==> src/sv/rcb_pkg.sv <==
`default_nettype none
// ----------------------------------------------------------------------------
// rcb_pkg: shared types and constants of the rectangle clipper
// Coordinate types, configuration register indexes, command codes and the
// command/status structs that join the controller and the datapath.
// ----------------------------------------------------------------------------
package rcb_pkg;

  // Field widths fixed by the interface
  localparam int DATA_W       = 16;
  localparam int COORD_W      = 18;  // translated far edge needs two more bits
  localparam int COUNT_W      = 5;
  localparam int IDX_W        = 4;
  localparam int CFG_IDX_W    = 2;
  localparam int RESULT_LIMIT = 16;

  typedef logic        [DATA_W-1:0]  data_t;
  typedef logic signed [DATA_W-1:0]  sdata_t;
  typedef logic signed [COORD_W-1:0] coord_t;
  typedef logic        [COUNT_W-1:0] count_t;
  typedef logic        [IDX_W-1:0]   idx_t;
  typedef logic        [CFG_IDX_W-1:0] cfg_idx_t;

  // Configuration register indexes
  localparam cfg_idx_t CFG_ORIGIN_X   = 2'd0;
  localparam cfg_idx_t CFG_ORIGIN_Y   = 2'd1;
  localparam cfg_idx_t CFG_CLIP_COUNT = 2'd2;

  // Input command codes
  localparam logic CMD_CLIP = 1'b0;
  localparam logic CMD_LOAD = 1'b1;

  // One clip table entry
  typedef struct packed {
    sdata_t left;
    sdata_t top;
    sdata_t right;
    sdata_t bottom;
  } clip_entry_t;

  // Controller state
  typedef enum logic [1:0] {
    ST_IDLE,
    ST_SCAN,
    ST_FINISH
  } ctrl_state_e;

  // Controller to datapath
  typedef struct packed {
    logic start_rect;  // translate rectangle, read entry 0
    logic load_entry;  // write one clip table entry
    logic step;        // retire the current entry, read the next one
    logic push_last;   // send the held box marked as last
  } rcb_cmd_t;

  // Datapath to controller
  typedef struct packed {
    logic limit_zero;  // effective clip count is zero
    logic hit;         // current intersection is non-empty
    logic at_last;     // current entry is the final one to scan
    logic hold_valid;  // a box waits in the hold register
    logic out_free;    // output register can take a box this cycle
  } rcb_sts_t;

endpackage
`default_nettype wire

==> src/sv/rcb_ctrl.sv <==
`default_nettype none
// ----------------------------------------------------------------------------
// rcb_ctrl: sequencer of the rectangle clipper
// Accepts commands in idle, walks the clip table one entry per cycle unless the
// output stalls, and flushes the held box with the last mark at scan end.
// ----------------------------------------------------------------------------
module rcb_ctrl (
  input  wire                   clk_i,
  input  wire                   rst_ni,
  input  wire                   in_valid_i,
  output logic                  in_ready_o,
  input  wire                   cmd_i,
  input  wire rcb_pkg::rcb_sts_t sts_i,
  output rcb_pkg::rcb_cmd_t     cmd_o
);

  rcb_pkg::ctrl_state_e state_q, state_d;

  // State register
  always_ff @(posedge clk_i or negedge rst_ni) begin
    if (!rst_ni) begin
      state_q <= rcb_pkg::ST_IDLE;
    end else begin
      state_q <= state_d;
    end
  end

  // Next state and commands
  always_comb begin
    state_d          = state_q;
    in_ready_o       = 1'b0;
    cmd_o            = '0;
    case (state_q)
      rcb_pkg::ST_IDLE: begin
        in_ready_o = 1'b1;
        if (in_valid_i) begin
          if (cmd_i == rcb_pkg::CMD_LOAD) begin
            cmd_o.load_entry = 1'b1;
          end else begin
            cmd_o.start_rect = 1'b1;
            if (!sts_i.limit_zero) begin
              state_d = rcb_pkg::ST_SCAN;
            end
          end
        end
      end
      rcb_pkg::ST_SCAN: begin
        // stall only when a new box must displace the held one and the
        // output register is still occupied
        if (!(sts_i.hit && sts_i.hold_valid && !sts_i.out_free)) begin
          cmd_o.step = 1'b1;
          if (sts_i.at_last) begin
            state_d = rcb_pkg::ST_FINISH;
          end
        end
      end
      rcb_pkg::ST_FINISH: begin
        if (!sts_i.hold_valid) begin
          state_d = rcb_pkg::ST_IDLE;
        end else if (sts_i.out_free) begin
          cmd_o.push_last = 1'b1;
          state_d         = rcb_pkg::ST_IDLE;
        end
      end
      default: begin
        state_d = rcb_pkg::ST_IDLE;
      end
    endcase
  end

  // Assertions
  a_last_step_finishes: assert property (@(posedge clk_i) disable iff (!rst_ni)
    (cmd_o.step && sts_i.at_last) |=> (state_q == rcb_pkg::ST_FINISH))
    else $error("scan of the final entry did not lead to finish");

  a_empty_clip_stays_idle: assert property (@(posedge clk_i) disable iff (!rst_ni)
    (cmd_o.start_rect && sts_i.limit_zero) |=> (state_q == rcb_pkg::ST_IDLE))
    else $error("rectangle with no clip boxes left idle");

  a_flush_leaves: assert property (@(posedge clk_i) disable iff (!rst_ni)
    cmd_o.push_last |=> (state_q == rcb_pkg::ST_IDLE))
    else $error("flush of the last box did not return to idle");

endmodule
`default_nettype wire

==> src/sv/rcb_datapath.sv <==
`default_nettype none
// ----------------------------------------------------------------------------
// rcb_datapath: translation, clip table and intersection unit
// Holds the configuration registers, the clip table memory, the translated
// rectangle, one held box and the output register.
// ----------------------------------------------------------------------------
module rcb_datapath #(
  parameter int MAX_CLIP_BOXES = 16
) (
  input  wire                     clk_i,
  input  wire                     rst_ni,
  // configuration
  input  wire                     cfg_we_i,
  input  wire  [1:0]              cfg_index_i,
  input  wire  [15:0]             cfg_data_i,
  // input payload
  input  wire  signed [15:0]      rect_x_i,
  input  wire  signed [15:0]      rect_y_i,
  input  wire  [15:0]             rect_width_i,
  input  wire  [15:0]             rect_height_i,
  input  wire  [3:0]              entry_index_i,
  input  wire  signed [15:0]      entry_left_i,
  input  wire  signed [15:0]      entry_top_i,
  input  wire  signed [15:0]      entry_right_i,
  input  wire  signed [15:0]      entry_bottom_i,
  // output channel
  output logic                    out_valid_o,
  input  wire                     out_ready_i,
  output logic signed [15:0]      out_left_o,
  output logic signed [15:0]      out_top_o,
  output logic signed [15:0]      out_right_o,
  output logic signed [15:0]      out_bottom_o,
  output logic                    is_last_o,
  // control
  input  wire rcb_pkg::rcb_cmd_t  cmd_i,
  output rcb_pkg::rcb_sts_t       sts_o
);

  localparam int AW  = (MAX_CLIP_BOXES > 1) ? $clog2(MAX_CLIP_BOXES) : 1;
  localparam int EFF = (MAX_CLIP_BOXES < rcb_pkg::RESULT_LIMIT) ?
                       MAX_CLIP_BOXES : rcb_pkg::RESULT_LIMIT;
  localparam rcb_pkg::count_t EFF_LIMIT = rcb_pkg::count_t'(EFF);

  // Configuration registers
  rcb_pkg::sdata_t origin_x_q, origin_y_q;
  rcb_pkg::count_t clip_count_q;

  always_ff @(posedge clk_i or negedge rst_ni) begin
    if (!rst_ni) begin
      origin_x_q   <= '0;
      origin_y_q   <= '0;
      clip_count_q <= '0;
    end else if (cfg_we_i) begin
      case (cfg_index_i)
        rcb_pkg::CFG_ORIGIN_X:   origin_x_q   <= cfg_data_i;
        rcb_pkg::CFG_ORIGIN_Y:   origin_y_q   <= cfg_data_i;
        rcb_pkg::CFG_CLIP_COUNT: clip_count_q <= cfg_data_i[rcb_pkg::COUNT_W-1:0];
        default: ;
      endcase
    end
  end

  // Effective scan length: count capped by table size and result limit
  rcb_pkg::count_t eff_limit;
  assign eff_limit = (clip_count_q > EFF_LIMIT) ? EFF_LIMIT : clip_count_q;

  // Rectangle translation, near edges wrap to 16 bits
  rcb_pkg::sdata_t tx16, ty16;
  rcb_pkg::coord_t tx, ty, tx2, ty2;
  assign tx16 = rect_x_i + origin_x_q;
  assign ty16 = rect_y_i + origin_y_q;
  assign tx   = {{2{tx16[15]}}, tx16};
  assign ty   = {{2{ty16[15]}}, ty16};
  assign tx2  = tx + {2'b00, rect_width_i};
  assign ty2  = ty + {2'b00, rect_height_i};

  rcb_pkg::coord_t x_q, y_q, x2_q, y2_q;
  rcb_pkg::count_t limit_q;

  always_ff @(posedge clk_i) begin
    if (cmd_i.start_rect) begin
      x_q     <= tx;
      y_q     <= ty;
      x2_q    <= tx2;
      y2_q    <= ty2;
      limit_q <= eff_limit;
    end
  end

  // Scan index
  rcb_pkg::idx_t idx_q, idx_d;
  logic          at_last;

  assign at_last = ({1'b0, idx_q} == (limit_q - rcb_pkg::count_t'(1)));
  assign idx_d   = idx_q + rcb_pkg::idx_t'(1);

  always_ff @(posedge clk_i or negedge rst_ni) begin
    if (!rst_ni) begin
      idx_q <= '0;
    end else if (cmd_i.start_rect) begin
      idx_q <= '0;
    end else if (cmd_i.step && !at_last) begin
      idx_q <= idx_d;
    end
  end

  // Clip table: one write port, one registered read port
  rcb_pkg::clip_entry_t mem [MAX_CLIP_BOXES];
  rcb_pkg::clip_entry_t rd_q;
  logic                 rd_en;
  logic [AW-1:0]        rd_addr;
  logic                 wr_en;
  rcb_pkg::clip_entry_t wr_data;

  assign rd_en   = cmd_i.start_rect || (cmd_i.step && !at_last);
  assign rd_addr = cmd_i.start_rect ? '0 : AW'(idx_d);
  assign wr_en   = cmd_i.load_entry && (32'(entry_index_i) < MAX_CLIP_BOXES);
  assign wr_data = '{left: entry_left_i, top: entry_top_i,
                     right: entry_right_i, bottom: entry_bottom_i};

  always_ff @(posedge clk_i) begin
    if (wr_en) begin
      mem[AW'(entry_index_i)] <= wr_data;
    end
  end

  always_ff @(posedge clk_i) begin
    if (rd_en) begin
      rd_q <= mem[rd_addr];
    end
  end

  // Intersection with the current entry
  rcb_pkg::coord_t bl, bt, br, bb;
  rcb_pkg::coord_t il, it, ir, ib;
  logic            hit;

  assign bl  = {{2{rd_q.left[15]}},   rd_q.left};
  assign bt  = {{2{rd_q.top[15]}},    rd_q.top};
  assign br  = {{2{rd_q.right[15]}},  rd_q.right};
  assign bb  = {{2{rd_q.bottom[15]}}, rd_q.bottom};
  assign il  = (x_q > bl)  ? x_q  : bl;
  assign it  = (y_q > bt)  ? y_q  : bt;
  assign ir  = (x2_q < br) ? x2_q : br;
  assign ib  = (y2_q < bb) ? y2_q : bb;
  assign hit = (il < ir) && (it < ib);

  // Held box: sent once the next box or the end of the scan is known
  rcb_pkg::clip_entry_t hold_q;
  logic                 hold_valid_q;
  logic                 capture, push;

  assign capture = cmd_i.step && hit;
  assign push    = (capture && hold_valid_q) || cmd_i.push_last;

  always_ff @(posedge clk_i or negedge rst_ni) begin
    if (!rst_ni) begin
      hold_valid_q <= 1'b0;
    end else if (capture) begin
      hold_valid_q <= 1'b1;
    end else if (cmd_i.push_last) begin
      hold_valid_q <= 1'b0;
    end
  end

  always_ff @(posedge clk_i) begin
    if (capture) begin
      hold_q <= '{left: il[15:0], top: it[15:0], right: ir[15:0], bottom: ib[15:0]};
    end
  end

  // Output register
  logic out_valid_q;
  rcb_pkg::clip_entry_t out_q;
  logic                 out_last_q;
  logic                 out_free;

  assign out_free = !out_valid_q || out_ready_i;

  always_ff @(posedge clk_i or negedge rst_ni) begin
    if (!rst_ni) begin
      out_valid_q <= 1'b0;
    end else if (push) begin
      out_valid_q <= 1'b1;
    end else if (out_ready_i) begin
      out_valid_q <= 1'b0;
    end
  end

  always_ff @(posedge clk_i) begin
    if (push) begin
      out_q      <= hold_q;
      out_last_q <= cmd_i.push_last;
    end
  end

  assign out_valid_o  = out_valid_q;
  assign out_left_o   = out_q.left;
  assign out_top_o    = out_q.top;
  assign out_right_o  = out_q.right;
  assign out_bottom_o = out_q.bottom;
  assign is_last_o    = out_last_q;

  // Status
  assign sts_o = '{limit_zero: (eff_limit == '0), hit: hit, at_last: at_last,
                   hold_valid: hold_valid_q, out_free: out_free};

  // Assertions
  a_push_has_room: assert property (@(posedge clk_i) disable iff (!rst_ni)
    push |-> (!out_valid_q || out_ready_i))
    else $error("box sent while the output register was occupied");

  a_flush_needs_hold: assert property (@(posedge clk_i) disable iff (!rst_ni)
    cmd_i.push_last |-> hold_valid_q)
    else $error("last-box flush with an empty hold register");

  a_index_advances: assert property (@(posedge clk_i) disable iff (!rst_ni)
    (cmd_i.step && !at_last && !cmd_i.start_rect) |=>
      (idx_q == rcb_pkg::idx_t'($past(idx_q) + rcb_pkg::idx_t'(1))))
    else $error("scan index did not advance after a step");

endmodule
`default_nettype wire

==> src/sv/rect_clip_to_box_list.sv <==
`default_nettype none
// Clip command: accepted in idle, then one clip table entry per cycle through
// the single intersection unit unless the output stalls, then a flush state;
// clip_count is capped by the table size and at 16, and when it is zero the
// scan is skipped. Load command: accepted in idle. A result goes to the output
// register when a later hit displaces the held box, or at the flush.
// Reset clears control and configuration registers; the clip table is undefined.
// ----------------------------------------------------------------------------
// rect_clip_to_box_list: clip rectangles against a stored clip box list
// Translates each rectangle by the drawable origin, intersects it with the
// first clip_count stored boxes (capped) and sends each non-empty intersection.
// ----------------------------------------------------------------------------
module rect_clip_to_box_list #(
  parameter int MAX_CLIP_BOXES = 16
) (
  input  wire                clk_i,
  input  wire                rst_ni,
  // configuration port
  input  wire                cfg_we_i,
  input  wire  [1:0]         cfg_index_i,
  input  wire  [15:0]        cfg_data_i,
  // input channel
  input  wire                in_valid_i,
  output logic               in_ready_o,
  input  wire                cmd_i,
  input  wire  signed [15:0] rect_x_i,
  input  wire  signed [15:0] rect_y_i,
  input  wire  [15:0]        rect_width_i,
  input  wire  [15:0]        rect_height_i,
  input  wire  [3:0]         entry_index_i,
  input  wire  signed [15:0] entry_left_i,
  input  wire  signed [15:0] entry_top_i,
  input  wire  signed [15:0] entry_right_i,
  input  wire  signed [15:0] entry_bottom_i,
  // output channel
  output logic               out_valid_o,
  input  wire                out_ready_i,
  output logic signed [15:0] out_left_o,
  output logic signed [15:0] out_top_o,
  output logic signed [15:0] out_right_o,
  output logic signed [15:0] out_bottom_o,
  output logic               is_last_o
);

  rcb_pkg::rcb_cmd_t ctrl_cmd;
  rcb_pkg::rcb_sts_t dp_sts;

  // Sequencer
  rcb_ctrl u_ctrl (
    .clk_i      (clk_i),
    .rst_ni     (rst_ni),
    .in_valid_i (in_valid_i),
    .in_ready_o (in_ready_o),
    .cmd_i      (cmd_i),
    .sts_i      (dp_sts),
    .cmd_o      (ctrl_cmd)
  );

  // Datapath
  rcb_datapath #(
    .MAX_CLIP_BOXES (MAX_CLIP_BOXES)
  ) u_datapath (
    .clk_i          (clk_i),
    .rst_ni         (rst_ni),
    .cfg_we_i       (cfg_we_i),
    .cfg_index_i    (cfg_index_i),
    .cfg_data_i     (cfg_data_i),
    .rect_x_i       (rect_x_i),
    .rect_y_i       (rect_y_i),
    .rect_width_i   (rect_width_i),
    .rect_height_i  (rect_height_i),
    .entry_index_i  (entry_index_i),
    .entry_left_i   (entry_left_i),
    .entry_top_i    (entry_top_i),
    .entry_right_i  (entry_right_i),
    .entry_bottom_i (entry_bottom_i),
    .out_valid_o    (out_valid_o),
    .out_ready_i    (out_ready_i),
    .out_left_o     (out_left_o),
    .out_top_o      (out_top_o),
    .out_right_o    (out_right_o),
    .out_bottom_o   (out_bottom_o),
    .is_last_o      (is_last_o),
    .cmd_i          (ctrl_cmd),
    .sts_o          (dp_sts)
  );

endmodule
`default_nettype wire
==> config.mk <==
export PLATFORM = sky130hd
export DESIGN_NAME = rect_clip_to_box_list
export DESIGN_NICKNAME = d
export VERILOG_FILES = /design/src/sv/rcb_pkg.sv /design/src/sv/rcb_ctrl.sv /design/src/sv/rcb_datapath.sv /design/src/sv/rect_clip_to_box_list.sv
export SDC_FILE = /design/constraint.sdc
export NUM_CORES = 2
export LEC_CHECK = 0
export ABC_AREA = 1
export BUFFER_PORTS_ARGS = -buffer_cell sky130_fd_sc_hd__buf_2
export CAP_MARGIN = 20
export CORE_MARGIN = 10
export CORE_UTILIZATION = 45
export CTS_BUF_LIST = sky130_fd_sc_hd__clkbuf_4 sky130_fd_sc_hd__clkbuf_8
export CTS_CLUSTER_DIAMETER = 150
export DETAILED_ROUTE_END_ITERATION = 7
export GPL_TIMING_DRIVEN = 0
export SLEW_MARGIN = 25
export SYNTH_ARGS = -nofsm -noshare
export SYNTH_HDL_FRONTEND = slang
export SYNTH_SLANG_ARGS = --single-unit
export TNS_END_PERCENT = 50
==> constraint.sdc <==
create_clock -name clk_i -period 6.23 [get_ports clk_i]
set_input_delay 0.3115 -clock clk_i [delete_from_list [all_inputs] [get_ports clk_i]]
set_output_delay 0.3115 -clock clk_i [all_outputs]
set_load 0.005 [all_outputs]
Word-level counts from Yosys, hierarchy flattened --
Memories as Yosys holds them, arrays and structs flattened. A register that Yosys moved wholly into a read port is not among the register bits. Cells that the tools add are included.
Storage, ports and cells: bits in writable memories 1024, word-level logic and storage cells 100, output and inout port bits 67, memories 1, bits in registers 247
Operators by class: multiplexer cells 32, reduce and logical (&&, ||, !) cells 22, order comparisons 7, equal/unequal tests 11, add/sub/neg operators 6
Memory list:
- u_datapath.mem | depth 16, width 64, read ports 1, clocked after Yosys merged registers in 1, write ports 1, line rcb_datapath.sv:108 | rcb_pkg::clip_entry_t mem [MAX_CLIP_BOXES];
Operators by type and width (number):
- $mux W18 | 4
- $add A16 B17 Y18 | 2
- $lt A18 B16 Y1 | 2
- $lt A18 B18 Y1 | 2
- $add A16 B16 Y16 | 2
- $gt A16 B16 Y1 | 2
- $mux W2 | 9
- $mux W1 | 14
- $mux W4 | 3
- $ne A2 B2 Y1 const B | 4
- $logic_and A1 B1 Y1 | 6
- $pmux W2 S3 | 1
- $reduce_and A2 Y1 | 3
- $reduce_and A6 Y1 | 1
- $reduce_bool A2 Y1 | 3
- $eq A4 B5 Y1 | 1
- $gt A5 B5 Y1 const B | 1
- $logic_not A5 Y1 | 1
- $mux W5 | 1
- $sub A5 B1 Y5 const B | 1
- $add A4 B1 Y4 const B | 1
- $eq A2 B1 Y1 const B | 2
- $eq A2 B2 Y1 const B | 2
- $logic_not A2 Y1 | 2
- other kinds (4) | 8

Longest topological paths before layout --
depth in word-level cells 12, mapped depth 33, mapped depth without buffers 32

Hierarchy --
From an unflattened synthesis, not the netlist that was laid out.
Second synthesis, totals: cell total of the unflattened synthesis 4317, area, all modules 55410.6 µm²
By module, submodules not included:
- rcb_datapath | times used 1, area an instance 55250.5 µm², sequential area each 39813.2 µm², cells each 4289
- rcb_ctrl | times used 1, area an instance 160.2 µm², sequential area each 50.0 µm², cells each 28

Worst setup path after synthesis --
Ideal clock, no wire load.
path type reg-to-reg, start register u_datapath.bb[15] (netlist name), end register u_datapath.out_last_q, in the netlist u_datapath.is_last_o (enable), stages on the path, launching flop included 27, path buffers 2, arrival 4875 ps, period minus slack after synthesis 5300 ps, data required time 5805 ps, setup time 425 ps, slack 930 ps, path through edfxtp_1 -> inv_1 -> ha_1 -> nand2_1 -> nor2_2 -> and2_1 -> nand2_1 -> nand3_1 -> nand2_1 -> nand2_1 -> inv_1 -> clkbuf_1 -> buf_2 -> nand2_1 -> o21ai_0 -> ha_1 -> a21oi_1 -> o21a_1 -> nor2_1 -> nor4_1 -> a21boi_0 -> nand2_1 -> nand2_1 -> nand2_1 -> a21oi_1 -> nand4_1 -> nand2_1
Between the ends: word-level cells in the longest chain between the ends 11
Ends and longest elaborated chain:
- $lt A18 B16 Y1 | line rcb_datapath.sv:145 | assign ib = (y2_q < bb) ? y2_q : bb;
- $mux W18 (*) | line rcb_datapath.sv:145
- $lt A18 B18 Y1 (*) | line rcb_datapath.sv:146 | assign hit = (il < ir) && (it < ib);
- $logic_and A1 B1 Y1 (*) | line rcb_datapath.sv:146
- $logic_and A1 B1 Y1 (2 in series) | line rcb_ctrl.sv:50 | if (!(sts_i.hit && sts_i.hold_valid && !sts_i.out_free)) begin
- $mux W1 | line rcb_ctrl.sv:50
- $mux W1 | line rcb_ctrl.sv:33 | case (state_q)
- $logic_and A1 B1 Y1 (*) | line rcb_datapath.sv:153 | assign capture = cmd_i.step && hit;
- $logic_and A1 B1 Y1 (*) | line rcb_datapath.sv:154 | assign push = (capture && hold_valid_q) || cmd_i.push_last;
- $logic_or A1 B1 Y1 (*) | line rcb_datapath.sv:154
- via u_datapath.push | line rcb_datapath.sv:151 | logic capture, push;
- end signal, assigned | line rcb_datapath.sv:193 | out_last_q <= cmd_i.push_last;
- end, declared | line rcb_datapath.sv:175 | logic out_last_q;
The timed path passes the listed nets; every way through them passes the cells marked *. A chain may end at the register's enable or synchronous reset.

Worst setup path after layout --
start register u_datapath.bt[15] (netlist name), end register u_datapath.out_q, in the netlist u_datapath.out_bottom_o[6] (enable)
Between the ends: word-level cells in the longest chain between the ends 11
Ends and longest elaborated chain:
- $gt A16 B16 Y1 (*) | line rcb_datapath.sv:143 | assign it = (y_q > bt) ? y_q : bt;
- $mux W18 (*) | line rcb_datapath.sv:143
- via u_datapath.it[7] | line rcb_datapath.sv:135 | rcb_pkg::coord_t il, it, ir, ib;
- $lt A18 B18 Y1 (*) | line rcb_datapath.sv:146
- $logic_and A1 B1 Y1 (*) | line rcb_datapath.sv:146
- $logic_and A1 B1 Y1 (2 in series) | line rcb_ctrl.sv:50
- $mux W1 | line rcb_ctrl.sv:50
- $mux W1 | line rcb_ctrl.sv:33
- $logic_and A1 B1 Y1 (*) | line rcb_datapath.sv:153
- $logic_and A1 B1 Y1 (*) | line rcb_datapath.sv:154
- $logic_or A1 B1 Y1 (*) | line rcb_datapath.sv:154
- via u_datapath.push | line rcb_datapath.sv:151
- end signal, assigned | line rcb_datapath.sv:192 | out_q <= hold_q;
- end, declared | line rcb_datapath.sv:174 | rcb_pkg::clip_entry_t out_q;
Marks and branches as above.

==> results.toml <==
[run_status]
outcome = "completed"

[placed_design]
numPortBuffers = 222
final_wtd_congestion = 0.849
dpl.hpwl_mm = 117

[grt]
grt_max_degree = 67
globalRoute.totalOverflow = 0
grt_pass1_wl_mm = 244
track_usage_pct = 23.9
antenna_found_initial = 15
via_count_of_the_first_global_routing_pass = 36900

[cts]
ctsHtreeMaxLevel = 4
cts_buffers = 213
cts.clk_slew.worst_paths_ps = 60
root_cell_of_the_clock_tree = "sky130_fd_sc_hd__clkbuf_8"
cts.path.max_buffers = 3
cts_tree = "done"
clkLatencyLatePin_ps = 920
cts.sink_count = 1335

[hold_path]
timing.hold.worst.class = "input pin to register"
hold_path_end = "u_datapath.x_q[9]"
min_path_cells = 5
worstHoldStart = "rect_x_i[9]"

[synth]
avgSynthCellArea_um2 = 13.0
syn_inst_count = 4265
number_of_distinct_standard_cells_referenced_by_the_synthesized_netlist = 48
synth.net_count = 4591
synth_async_sr_flop_share_pct = 3.37
ys.flop_type = "sky130_fd_sc_hd__edfxtp_1"
syn_warnings = 0
synth_edf_count = 1290
synth_seq_area_share_pct = 72.2
netlist_area_um2 = 55200
yosys_register_bits = 1335

[worst_setup_path]
critical_path_required_ps = 6780
start_kind = "register"
timing_worst_setup_path_type = "register to register"
timing.critical_path.fanout_max = 52
r2r_end = "u_datapath.out_bottom_o[6]"
critPathArrivalTime_ps = 6330
reg2reg_setup_slack_ps = 450
rr_startpoint = "u_datapath.bt[15]"
worst_setup_path_end_kind = "register"
r2r.worst_path.cells = 24

[floorplanning]
placeableCoreArea_um2 = 122000
dieHeight_um = 370
floorplan.initialDensity_pct = 45.3
count_of_standard_cell_rows = 128
floorplan.die.width_um = 370
dieArea_um2 = 137000
boundaryPins = 223

[power]
power.static_leakage_uw = 0.0234
powerDensity_nw_per_um2 = 513
worst_vdd_drop_v = 0.000450
power_uw = 33900

[routing]
routed-via-count = 38000
detail_route.drc_violations = 0
detail_route.wirelength_mm = 168
route.detailed.wl_per_inst_um = 24.9
first_iter_violations = 4294
drt_pre_antenna_iters = 5
post_route_antenna_net_violation_count = 0
via_per_inst = 5.66

[timing]
finalCriticalPeriod_ps = 5780
finalCritPeriodShare_pct = 92.8
final_hold_viol_count = 0
relSlewSlack_pct = 27.7
worstMarginPinSlew_ps = 1080
clock_skew_ps = 62.4
smallest_hold_slack_ps = 71.7
maxSlewViolCount = 0
max_clock_freq_mhz = 173
timing.final.setup_violations = 0

[finish]
drive_gt1_share_pct = 13.7
num-nets-final = 5245
most-common-layout-cells = "1290 x sky130_fd_sc_hd__edfxtp_1, 689 x sky130_fd_sc_hd__o21ai_0, 665 x sky130_fd_sc_hd__nor2_1"
final_common_cell = "sky130_fd_sc_hd__edfxtp_1"
area_delta_synth_final_pct = 19.4

[flow_run]
timing.max_cap.violations = 0
==> worst max-delay path: stages, from the launching register on <==
cell	delay [ps]
sky130_fd_sc_hd__edfxtp_1	420
sky130_fd_sc_hd__inv_1	140
sky130_fd_sc_hd__ha_1	370
sky130_fd_sc_hd__nand2_1	100
sky130_fd_sc_hd__nor3_1	280
sky130_fd_sc_hd__nand2_1	110
sky130_fd_sc_hd__nand2_1	70
sky130_fd_sc_hd__nand2_1	60
sky130_fd_sc_hd__nand3_1	120
sky130_fd_sc_hd__buf_1	420
sky130_fd_sc_hd__nor2_1	80
sky130_fd_sc_hd__a21oi_1	440
sky130_fd_sc_hd__ha_1	360
sky130_fd_sc_hd__a21oi_1	160
sky130_fd_sc_hd__o21a_1	120
sky130_fd_sc_hd__a21oi_1	90
sky130_fd_sc_hd__nor4_1	190
sky130_fd_sc_hd__a21boi_0	300
sky130_fd_sc_hd__nand2_1	90
sky130_fd_sc_hd__nand2_1	60
sky130_fd_sc_hd__nand2_1	230
sky130_fd_sc_hd__a21oi_1	350
sky130_fd_sc_hd__nand4_1	220
sky130_fd_sc_hd__nand2_4	280
sky130_fd_sc_hd__buf_16	270
==> report_power, final <==
group	leakage, uW	switching, uW	internal (uW)	total, uW
sequential	0.0122	489	11600	12100
clock	0.00224	3490	4040	7520
combinational	0.00894	10200	3980	14200
total	0.0234	14200	19600	33900
==> synthesized netlist by cell type, types with 9 or more instances <==
cell | number | area [um2]
sky130_fd_sc_hd__edfxtp_1 | 1290 | 38700
sky130_fd_sc_hd__o21ai_0 | 690 | 3450
sky130_fd_sc_hd__nor2_1 | 681 | 2560
sky130_fd_sc_hd__nand2_1 | 252 | 946
sky130_fd_sc_hd__inv_1 | 222 | 833
sky130_fd_sc_hd__clkbuf_1 | 211 | 792
sky130_fd_sc_hd__o22ai_1 | 186 | 1160
sky130_fd_sc_hd__ha_1 | 166 | 2080
sky130_fd_sc_hd__a21oi_1 | 127 | 636
sky130_fd_sc_hd__o221ai_1 | 71 | 622
sky130_fd_sc_hd__o211ai_1 | 60 | 450
sky130_fd_sc_hd__nand3_1 | 57 | 285
sky130_fd_sc_hd__dfrtp_1 | 45 | 1130
sky130_fd_sc_hd__xor2_1 | 44 | 385
sky130_fd_sc_hd__o21ai_1 | 32 | 160
sky130_fd_sc_hd__xnor2_1 | 21 | 184
sky130_fd_sc_hd__buf_2 | 15 | 75.1
sky130_fd_sc_hd__nand4_1 | 13 | 81.3
sky130_fd_sc_hd__nor3_1 | 9 | 45.0
==> logic make-up (layout without fill, tap and decap cells) <==
logic type / Yosys count / count (layout) / share of synthesized area, %
AO/OA/AOI/OAI: 1205 / 1205 / 12.3
adder cells (fa/ha/maj): 170 / 170 / 3.90
XOR/XNOR: 67 / 67 / 1.09
buffers and inverters: 453 / 1277 / 3.11
flip-flops: 1335 / 1335 / 72.2
other: 0 / 7 / 0
AND/OR/NAND/NOR: 1035 / 1035 / 7.42
==> how the worst max path moves through the flow <==
stage                           start                         end  slack (ps)  depth (start not counted)
CTS                 u_datapath.bt[15]            u_datapath.br[8]         320                         24
floorplan           u_datapath.bb[15]        u_datapath.is_last_o         930                         26
finish              u_datapath.bt[15]  u_datapath.out_bottom_o[6]         450                         24
global placement    u_ctrl.state_q[1]       u_datapath.mem[6][16]       -1520                          5
global route        u_datapath.bt[15]  u_datapath.out_bottom_o[6]        -0.5                         25
detailed placement  u_datapath.bt[15]           u_datapath.br[10]         370                         24
==> sequential cells by signal, indices dropped and copies added, names as in the netlist, 2 cells and up <==
signal and flops:
u_datapath.out_bottom_o 16, u_datapath.mem 1024, u_ctrl.state_q 2, u_datapath.idx_q 4, u_datapath.clip_count_q 5, u_datapath.bt 16
u_datapath.br 16, u_datapath.hold_q 64, u_datapath.origin_x_q 16, u_datapath.out_right_o 16, u_datapath.origin_y_q 16, u_datapath.bl 16
u_datapath.out_left_o 16, u_datapath.limit_q 5, u_datapath.x_q 16, u_datapath.out_top_o 16, u_datapath.y2_q 18, u_datapath.x2_q 18
u_datapath.bb 16, u_datapath.y_q 16
==> stage by stage <==
stage | cell area [um2] | utilization (%) | setup WS, ps | TNS (ps) | cells
after floorplan | 55200 | - | 930 | 0 | 4265
after global placement | 58400 | 47.9 | -1520 | -1306720 | 6112
after detailed placement | 60200 | 49.4 | 371 | 0 | 6181
after CTS | 65900 | 54.1 | 316 | 0 | 6714
after global routing | 65900 | 54.1 | -0.536 | -0.536 | 6716
final | 65900 | 54.1 | 451 | 0 | 6721
==> cell type report <==
class,instances,area (um2)
Clock buffer,293,3570
Fill cell,10200,55900
Antenna cell,7,17.5
Sequential cell,1335,39900
Buffer,229,891
Clock inverter,92,671
Multi-Input combinational cell,2477,13800
Inverter,224,843
Timing Repair Buffer,439,4270
Tap cell,1625,2030
==> layer usage <==
| metal | up-vias | global-route usage, % | share of wire, % |
|---|---|---|---|
| met1 | 18700 | 32.4 | 41 |
| met5 | - | 0 | 0.028 |
| met4 | 8 | 8.14 | 3.1 |
| li1 | 17100 | - | - |
| met2 | 1920 | 38.5 | 47 |
| met3 | 304 | 4.74 | 9.0 |
==> what timing repair did <==
item | in CTS | in global routing
hold buffers | 148 | 0
setup endpoints to repair | 0 | 97
gates resized for setup | 0 | 5
hold endpoints to repair | 1181 | 0
setup buffers | 0 | 0
Note: power is estimated with default switching activity, not from simulation.
